==> src/hdl/b64d_pkg.sv <==
// ----------------------------------------------------------------------------
// b64d_pkg
// Shared types, constants and the character classifier for the base64
// stream decoder.
// ----------------------------------------------------------------------------
`default_nettype none

package b64d_pkg;

  // Saturating byte counter
  localparam int unsigned COUNT_W = 21;
  localparam longint unsigned MAX_OUTPUT_BYTES = 64'd1048576;
  localparam longint unsigned COUNT_FIELD_MAX = (64'd1 << COUNT_W) - 64'd1;
  localparam logic [COUNT_W-1:0] COUNT_CAP = COUNT_W'(
    (MAX_OUTPUT_BYTES > COUNT_FIELD_MAX) ? COUNT_FIELD_MAX : MAX_OUTPUT_BYTES);

  // Symbol encoding: bit 6 marks padding, bits 5..0 hold the value
  localparam int unsigned SYM_W = 7;
  localparam int unsigned PAD_BIT = 6;
  localparam logic [5:0] SYM_PLUS = 6'd62;
  localparam logic [5:0] SYM_SLASH = 6'd63;
  localparam logic [5:0] OFS_LOWER = 6'd26;
  localparam logic [5:0] OFS_DIGIT = 6'd52;

  // Result queue
  localparam int unsigned QUEUE_DEPTH = 8;
  localparam int unsigned QPTR_W = $clog2(QUEUE_DEPTH);
  localparam int unsigned QCNT_W = $clog2(QUEUE_DEPTH + 1);
  localparam int unsigned MAX_RESULTS = 3;

  // One input word
  typedef struct packed {
    logic [7:0] text_byte;
    logic       end_of_string;
  } char_t;

  // One result word
  typedef struct packed {
    logic [7:0]         data_byte;
    logic               byte_valid;
    logic               run_last;
    logic               stream_done;
    logic [COUNT_W-1:0] total_bytes;
  } res_t;

  // Burst of up to three results from one character
  typedef struct packed {
    logic [1:0]       n;
    res_t [2:0]       entry;
  } push_t;

  // Classifier output
  typedef struct packed {
    logic             hit;
    logic [SYM_W-1:0] sym;
  } sym_t;

  // Map a raw character to a symbol; hit is low for skipped bytes
  function automatic sym_t classify(input logic [7:0] ch);
    sym_t r;
    r.hit = 1'b1;
    r.sym = '0;
    if (ch >= 8'h41 && ch <= 8'h5A) begin
      r.sym = {1'b0, 6'(ch - 8'h41)};
    end else if (ch >= 8'h61 && ch <= 8'h7A) begin
      r.sym = {1'b0, 6'(ch - 8'h61) + OFS_LOWER};
    end else if (ch >= 8'h30 && ch <= 8'h39) begin
      r.sym = {1'b0, 6'(ch - 8'h30) + OFS_DIGIT};
    end else if (ch == 8'h2B) begin
      r.sym = {1'b0, SYM_PLUS};
    end else if (ch == 8'h2F) begin
      r.sym = {1'b0, SYM_SLASH};
    end else if (ch == 8'h3D) begin
      r.sym = {1'b1, 6'd0};
    end else begin
      r.hit = 1'b0;
    end
    return r;
  endfunction

endpackage

`default_nettype wire

==> src/hdl/b64d_decode.sv <==
// ----------------------------------------------------------------------------
// b64d_decode
// Input holding register, symbol grouping and byte extraction. Pushes up to
// three result words per character into the result queue.
// ----------------------------------------------------------------------------
`default_nettype none

module b64d_decode (
  input  wire                  clk,
  input  wire                  rst,
  input  wire                  char_valid,
  output logic                 char_stall,
  input  b64d_pkg::char_t      char_word,
  input  wire                  space_ok,
  output b64d_pkg::push_t      push
);

  // Holding register
  logic            hold_valid;
  b64d_pkg::char_t hold;

  // Decoder state
  logic [b64d_pkg::SYM_W-1:0]   store [3];
  logic [1:0]                   sym_count;
  logic                         halted;
  logic [b64d_pkg::COUNT_W-1:0] byte_count;

  logic                         advance;
  b64d_pkg::sym_t               cls;
  logic                         sym_hit;
  logic                         full_grp;
  logic                         bad;
  logic                         emit;
  logic [5:0]                   cv;
  logic [5:0]                   dv;
  logic [23:0]                  triple;
  logic [1:0]                   nb;
  logic [b64d_pkg::COUNT_W-1:0] cnt [3];
  logic [b64d_pkg::COUNT_W-1:0] byte_count_next;
  logic [b64d_pkg::SYM_W-1:0]   c_sym;
  logic [b64d_pkg::SYM_W-1:0]   d_sym;

  assign advance    = hold_valid && space_ok;
  assign char_stall = hold_valid && !space_ok;

  // Load a new word whenever the holding register frees up
  always_ff @(posedge clk) begin
    if (rst) begin
      hold_valid <= 1'b0;
    end else if (!char_stall) begin
      hold_valid <= char_valid;
    end
    if (!char_stall && char_valid) begin
      hold <= char_word;
    end
  end

  // Group decode
  always_comb begin
    cls      = b64d_pkg::classify(hold.text_byte);
    sym_hit  = cls.hit && !halted;
    full_grp = sym_hit && (sym_count == 2'd3);
    bad      = store[0][b64d_pkg::PAD_BIT] || store[1][b64d_pkg::PAD_BIT];
    emit     = full_grp && !bad;
    c_sym    = store[2];
    d_sym    = cls.sym;
    cv       = c_sym[b64d_pkg::PAD_BIT] ? 6'd0 : c_sym[5:0];
    dv       = d_sym[b64d_pkg::PAD_BIT] ? 6'd0 : d_sym[5:0];
    triple   = {store[0][5:0], store[1][5:0], cv, dv};
    nb       = emit ? (2'd1 + {1'b0, !c_sym[b64d_pkg::PAD_BIT]}
                            + {1'b0, !d_sym[b64d_pkg::PAD_BIT]}) : 2'd0;
  end

  // Saturating running count after each emitted byte
  always_comb begin
    logic [b64d_pkg::COUNT_W:0] sum;
    for (int k = 0; k < 3; k++) begin
      sum = {1'b0, byte_count} + (b64d_pkg::COUNT_W + 1)'(k + 1);
      cnt[k] = (sum > {1'b0, b64d_pkg::COUNT_CAP}) ? b64d_pkg::COUNT_CAP
                                                    : sum[b64d_pkg::COUNT_W-1:0];
    end
    byte_count_next = byte_count;
    if (nb != 2'd0) begin
      byte_count_next = cnt[nb - 2'd1];
    end
  end

  // Build the result burst
  always_comb begin
    push = '0;
    push.entry[0].data_byte   = triple[23:16];
    push.entry[0].byte_valid  = 1'b1;
    push.entry[0].total_bytes = cnt[0];
    push.entry[1].data_byte   = c_sym[b64d_pkg::PAD_BIT] ? triple[7:0] : triple[15:8];
    push.entry[1].byte_valid  = 1'b1;
    push.entry[1].total_bytes = cnt[1];
    push.entry[2].data_byte   = triple[7:0];
    push.entry[2].byte_valid  = 1'b1;
    push.entry[2].total_bytes = cnt[2];
    push.n = nb;
    // End of string with no byte: one status-only word
    if (hold.end_of_string && nb == 2'd0) begin
      push.n = 2'd1;
      push.entry[0].data_byte   = 8'd0;
      push.entry[0].byte_valid  = 1'b0;
      push.entry[0].total_bytes = byte_count;
    end
    if (!advance) begin
      push.n = 2'd0;
    end
    if (push.n != 2'd0) begin
      push.entry[push.n - 2'd1].run_last    = 1'b1;
      push.entry[push.n - 2'd1].stream_done = hold.end_of_string;
    end
  end

  // State update
  always_ff @(posedge clk) begin
    if (rst) begin
      sym_count  <= 2'd0;
      halted     <= 1'b0;
      byte_count <= '0;
    end else if (advance) begin
      if (hold.end_of_string) begin
        sym_count  <= 2'd0;
        halted     <= 1'b0;
        byte_count <= '0;
      end else if (sym_hit) begin
        if (sym_count != 2'd3) begin
          sym_count <= sym_count + 2'd1;
        end else begin
          sym_count  <= 2'd0;
          halted     <= bad;
          byte_count <= byte_count_next;
        end
      end
    end
  end

  // Symbol store, no reset
  always_ff @(posedge clk) begin
    if (advance && sym_hit && sym_count != 2'd3) begin
      store[sym_count] <= cls.sym;
    end
  end

  // End of string always leaves a clean state
  a_eos_clears: assert property (@(posedge clk) disable iff (rst)
    (advance && hold.end_of_string) |=>
      (sym_count == 2'd0 && !halted && byte_count == '0))
    else $error("state not cleared after end of string");

  // Counter never passes its cap
  a_count_cap: assert property (@(posedge clk) disable iff (rst)
    byte_count <= b64d_pkg::COUNT_CAP)
    else $error("byte count above cap");

  // A halted decoder holds no partial group
  a_halt_empty: assert property (@(posedge clk) disable iff (rst)
    halted |-> sym_count == 2'd0)
    else $error("halted with symbols held");

endmodule

`default_nettype wire

==> src/hdl/b64d_fifo.sv <==
// ----------------------------------------------------------------------------
// b64d_fifo
// Result queue: takes up to three words per cycle, hands out one per cycle unless res_stall holds it.
// ----------------------------------------------------------------------------
`default_nettype none

module b64d_fifo (
  input  wire              clk,
  input  wire              rst,
  input  b64d_pkg::push_t  push,
  output logic             space_ok,
  output logic             res_valid,
  input  wire              res_stall,
  output b64d_pkg::res_t   res_word
);

  b64d_pkg::res_t                mem [b64d_pkg::QUEUE_DEPTH];
  logic [b64d_pkg::QPTR_W-1:0]   head;
  logic [b64d_pkg::QPTR_W-1:0]   tail;
  logic [b64d_pkg::QCNT_W-1:0]   count;
  logic                          pop;

  assign res_valid = (count != '0);
  assign res_word  = mem[head];
  assign pop       = res_valid && !res_stall;
  // Room for a full burst
  assign space_ok  = (count <= b64d_pkg::QCNT_W'(b64d_pkg::QUEUE_DEPTH
                                                - b64d_pkg::MAX_RESULTS));

  // Pointers and fill level
  always_ff @(posedge clk) begin
    if (rst) begin
      head  <= '0;
      tail  <= '0;
      count <= '0;
    end else begin
      tail  <= tail + b64d_pkg::QPTR_W'(push.n);
      head  <= head + b64d_pkg::QPTR_W'(pop);
      count <= count + b64d_pkg::QCNT_W'(push.n) - b64d_pkg::QCNT_W'(pop);
    end
  end

  // Storage writes
  always_ff @(posedge clk) begin
    for (int k = 0; k < b64d_pkg::MAX_RESULTS; k++) begin
      if (k < int'(push.n)) begin
        mem[tail + b64d_pkg::QPTR_W'(k)] <= push.entry[k];
      end
    end
  end

  // Fill level stays within depth
  a_no_overflow: assert property (@(posedge clk) disable iff (rst)
    count <= b64d_pkg::QCNT_W'(b64d_pkg::QUEUE_DEPTH))
    else $error("result queue overflow");

  // Bursts only arrive when they fit
  a_push_fits: assert property (@(posedge clk) disable iff (rst)
    (push.n != 2'd0) |-> ((count + b64d_pkg::QCNT_W'(push.n))
                           <= b64d_pkg::QCNT_W'(b64d_pkg::QUEUE_DEPTH)))
    else $error("push exceeds free space");

  // A lone pop drops the level by one
  a_pop_level: assert property (@(posedge clk) disable iff (rst)
    (pop && push.n == 2'd0) |=> (count == $past(count) - b64d_pkg::QCNT_W'(1)))
    else $error("fill level wrong after pop");

endmodule

`default_nettype wire

==> src/hdl/base64_stream_decoder_unit.sv <==
// ----------------------------------------------------------------------------
// base64_stream_decoder_unit
// Streaming base64 decoder: one character word in, decoded byte words out.
// ----------------------------------------------------------------------------
// Path: an accepted character is decoded from the holding register, and its
//   result words are registered in the result queue before they can be taken.
// Throughput: one character per cycle and, while the receiver does not stall, one result word per cycle; input
//   stalls while the 8-entry result queue has fewer than 3 free entries.
// Reset (rst, synchronous): clears group state, halt flag, count and queue.
// ----------------------------------------------------------------------------
`default_nettype none

module base64_stream_decoder_unit (
  input  wire              clk,
  input  wire              rst,
  input  wire              char_valid,
  output logic             char_stall,
  input  b64d_pkg::char_t  char_word,
  output logic             res_valid,
  input  wire              res_stall,
  output b64d_pkg::res_t   res_word
);

  b64d_pkg::push_t push;
  logic            space_ok;

  // Decode stage
  b64d_decode u_decode (
    .clk        (clk),
    .rst        (rst),
    .char_valid (char_valid),
    .char_stall (char_stall),
    .char_word  (char_word),
    .space_ok   (space_ok),
    .push       (push)
  );

  // Result queue
  b64d_fifo u_fifo (
    .clk       (clk),
    .rst       (rst),
    .push      (push),
    .space_ok  (space_ok),
    .res_valid (res_valid),
    .res_stall (res_stall),
    .res_word  (res_word)
  );

endmodule

`default_nettype wire

==> config.mk <==
export PLATFORM = sky130hd
export DESIGN_NAME = base64_stream_decoder_unit
export DESIGN_NICKNAME = d
export VERILOG_FILES = /design/src/hdl/b64d_pkg.sv /design/src/hdl/b64d_decode.sv /design/src/hdl/b64d_fifo.sv /design/src/hdl/base64_stream_decoder_unit.sv
export SDC_FILE = /design/constraint.sdc
export NUM_CORES = 1
export LEC_CHECK = 0
export ABC_AREA = 1
export BUFFER_PORTS_ARGS = -buffer_cell sky130_fd_sc_hd__buf_2
export CAP_MARGIN = 10
export CORE_ASPECT_RATIO = 0.7
export CORE_MARGIN = 2
export CORE_UTILIZATION = 33
export CTS_CLUSTER_DIAMETER = 60
export DETAILED_ROUTE_END_ITERATION = 8
export GPL_TIMING_DRIVEN = 0
export SETUP_SLACK_MARGIN = 0.1
export SLEW_MARGIN = 20
export SYNTH_ARGS = -nofsm -noshare
export SYNTH_HDL_FRONTEND = slang
export SYNTH_SLANG_ARGS = --single-unit
==> constraint.sdc <==
create_clock -name clk -period 13.8 [get_ports clk]
set_clock_uncertainty 0.15 [all_clocks]
set_input_delay 1.38 -clock clk [delete_from_list [all_inputs] [get_ports clk]]
set_output_delay 1.38 -clock clk [all_outputs]
set_load 0.01 [all_outputs]
==> metrics <==
Buf/Inv on CP=11; Synth async-reset ratio=0%; Tot GR Track Use=28.18%; drt first pass iters=7; drt total wl=98.08 mm; CP Capture Type=flop; Core ar.=65000 um^2; DIE WIDTH=310.9 um; CP peak stage delay=about 0.50 ns; RSZ-0062 raised after global routing=false; Comb power frac=26.9%; Worst-Skew Late Latency=0.55 ns; worst reg2reg path startpoint=u_decode.hold[3]; Power Dens Cells=119.9 nW/um^2; Die ar.=68030 um^2; cell family with most CP delay=buffers and inverters; Vias=22.71k; fin nets=roughly 3.2k; final setup vio count=0; placed insts=between 3k and 4k; Synth area leaders=edfxtp_1, nand2_1, nand3_1, nor2_1, o21ai_0; clock root cell=clkbuf_16; IO Count=47; pin count of the biggest net entering global routing=23; Final Hold Viols=0; row cnt=slightly below 80; Slew headroom=19.75%; P_int=1.905 mW; Avg Cell Area, Syn=7.250 um^2; Synth area leader=edfxtp_1; Worst Path Required=between 10 and 15 ns; GP Congestion=1.054; sw frac=35.50%; Leakage=10.83 nW; vias in the first global route=between 15k and 20k; Worst Setup SP=u_decode.hold[3]; final cell count without fillers=4018; share of layout cells above drive strength 1=9.369%; fin crit share=53.80%; Starting Density=roughly 33%; Critical Path Start Type=flop; CTS tree=done; final setup TNS=0 ns; Crit-path slowest cell=edfxtp_1; outcome=complete, no violations; Worst-path clk slew=0.06 ns; first-pass GRT wire length=between 100 and 150 mm; flops & latches, synth=321; post-CTS setup buffer count=0; Cell Area, Placed=between 20000 and 25000 um^2; H-tree levels=2; FF-to-FF End=u_fifo.mem[0][4]; initial drt markers=about 3.7k; Synth Instances=3001; P&R area growth vs syn=13.20%; vias per cell=5.652; Post-synth EDFFs=286; critical path fanouts, max=10; clock sinks=321; Mapped Area=21760 um^2; Synth Flop Type=edfxtp_1; Worst R2R Path Depth=26; Max-cap violations=0; clock buffer depth=3; post-synth top area share=39.48%; WHS Endpoint=u_decode.sym_count[1]; Flop pwr share=37.1%; Worst-Margin Slew=1.198 ns; Mapped Nets=3048; total gr overflow=0; TritonCTS buffer count=36; Netlist cell types=about 50; Crit path arrival time=7.55 ns; hold depth=2; pins over their slew limit=0; hold_sp=u_decode.sym_count[1]; Seq/Total Area, Yosys=42.70%; worst hold slack=0.3708 ns; clock period minus worst slack=7.424 ns; drt drc=0; yosys warns=0; proportion of power drawn by the clock network=36.0%; ANT cells=0; Routed Antenna Nets=0; Sw Pwr=1.049 mW; hold buffers post-CTS=0; DP HPWL=77.38 mm; filler cell count=6916; final non-filler cell area=24630 um^2; post-DR wirelength/cell=between 20 and 25 um; die height=218.8 um; worst reg-to-reg setup slack=6.38 ns; initial antenna violation count=0; CTS resizes=0; Fmax=roughly 130 MHz; Buffers on Ports=45; worst setup path class=flop to flop; Hold/Removal Path Class=flop to flop; Peak VDD IR=0.09865 mV
[tightest hold or removal path, cell delays in order (launching register included)]
cell and delay (ns):
dfxtp_1 0.34, nand2_1 0.08, a21oi_1 0.05
[final cells by class]
type	count	area [um^2]	area share, %
Multi-Input combinational cell	2326	11040	44.83
Timing Repair Buffer	71	485.5	1.971
Inverter	181	679.4	2.759
Clock inverter	23	290.3	1.179
Buffer	173	773.2	3.140
Tap cell	880	1101	4.471
Sequential cell	321	9289	37.72
Clock buffer	43	969.7	3.937
[per-stage QoR]
step | power (mW) | utilization, % | worst slack, ns
floorplan | 1.531 | - | 7.746
global placement | 1.870 | 35.51 | 4.765
detailed placement | 1.875 | 35.95 | 6.585
CTS | 2.924 | 37.89 | 6.548
global route | 3.055 | 37.89 | 5.955
finish | 2.953 | 37.89 | 6.376
[synthesized netlist by cell type, drive strengths merged, types with 37 or more instances]
cell type,n
a31oi,37
nor2,368
clkbuf,98
nand3,404
nand2,1026
o211ai,42
edfxtp,286
buf,75
a21oi,38
inv,176
o21ai,253
o22ai,38
[power by group through the flow]
stage	clock network [mW]	registers, mW	logic, mW
5_1_grt	1.10	1.10	0.855
2_1_floorplan	0	1.11	0.422
6_report	1.06	1.10	0.795
3_5_place_dp	0	1.12	0.759
3_3_place_gp	0	1.12	0.754
4_1_cts	1.07	1.09	0.762
[registers in the layout, indices dropped and copies added, names as in the netlist]
name / cells
u_fifo.mem: 256
u_decode.byte_count: 21
u_decode.store: 21
u_decode.hold: 9
u_fifo.count: 4
u_fifo.head: 3
u_fifo.tail: 3
u_decode.sym_count: 2
u_decode.halted: 1
u_decode.hold_valid: 1
[layout by cell type (no fill, tap or decap), drive strengths merged]
cell type and n:
nand3 404, nand2 1026, o221ai 1, nor3 17
a211oi 3, clkinv 16, o21a 2, o22ai 38
inv 180, fa 2, clkinvlp 2, buf 146
clkbuf 141, dfxtp 35, o21bai 1, nor3b 1
nand4 20, bufinv 6, a31oi 37, o31ai 1
xor2 30, nor2 368, o211ai 42, a21oi 38
ha 32, xnor2 5, edfxtp 286, o21ai 253
o2111ai 1, or2 3, nand3b 1
[cell families (layout without fill, tap and decap cells)]
group	after synthesis	in the layout	synth area share [%]
xor+xnor	35	35	1.409
fa+ha+maj	34	34	2.024
simple gates	1840	1840	36.53
compound gates	417	417	10.67
buf+inv	354	491	6.677
flops	321	321	42.70
[per-layer routing]
layer / global-route usage (%) / up-vias / routed length, um
li1: - / 10275 / -
met1: 42.95 / 10662 / 43950
met2: 35.86 / 1630 / 35390
met3: 12.16 / 141 / 16620
met4: 5.346 / 0 / 2116
met5: 0.2131 / - / 0
[worst max path at each step]
stage	to	slack, ns	depth (start not counted)
floorplan	u_fifo.mem[0][0]	7.75	21
global placement	u_fifo.mem[2][3]	4.77	21
detailed placement	u_fifo.mem[0][8]	6.59	26
CTS	u_fifo.mem[0][5]	6.55	26
global route	u_fifo.mem[0][7]	5.95	26
finish	u_fifo.mem[0][4]	6.38	26
Note: power is estimated with default switching activity, not from simulation.
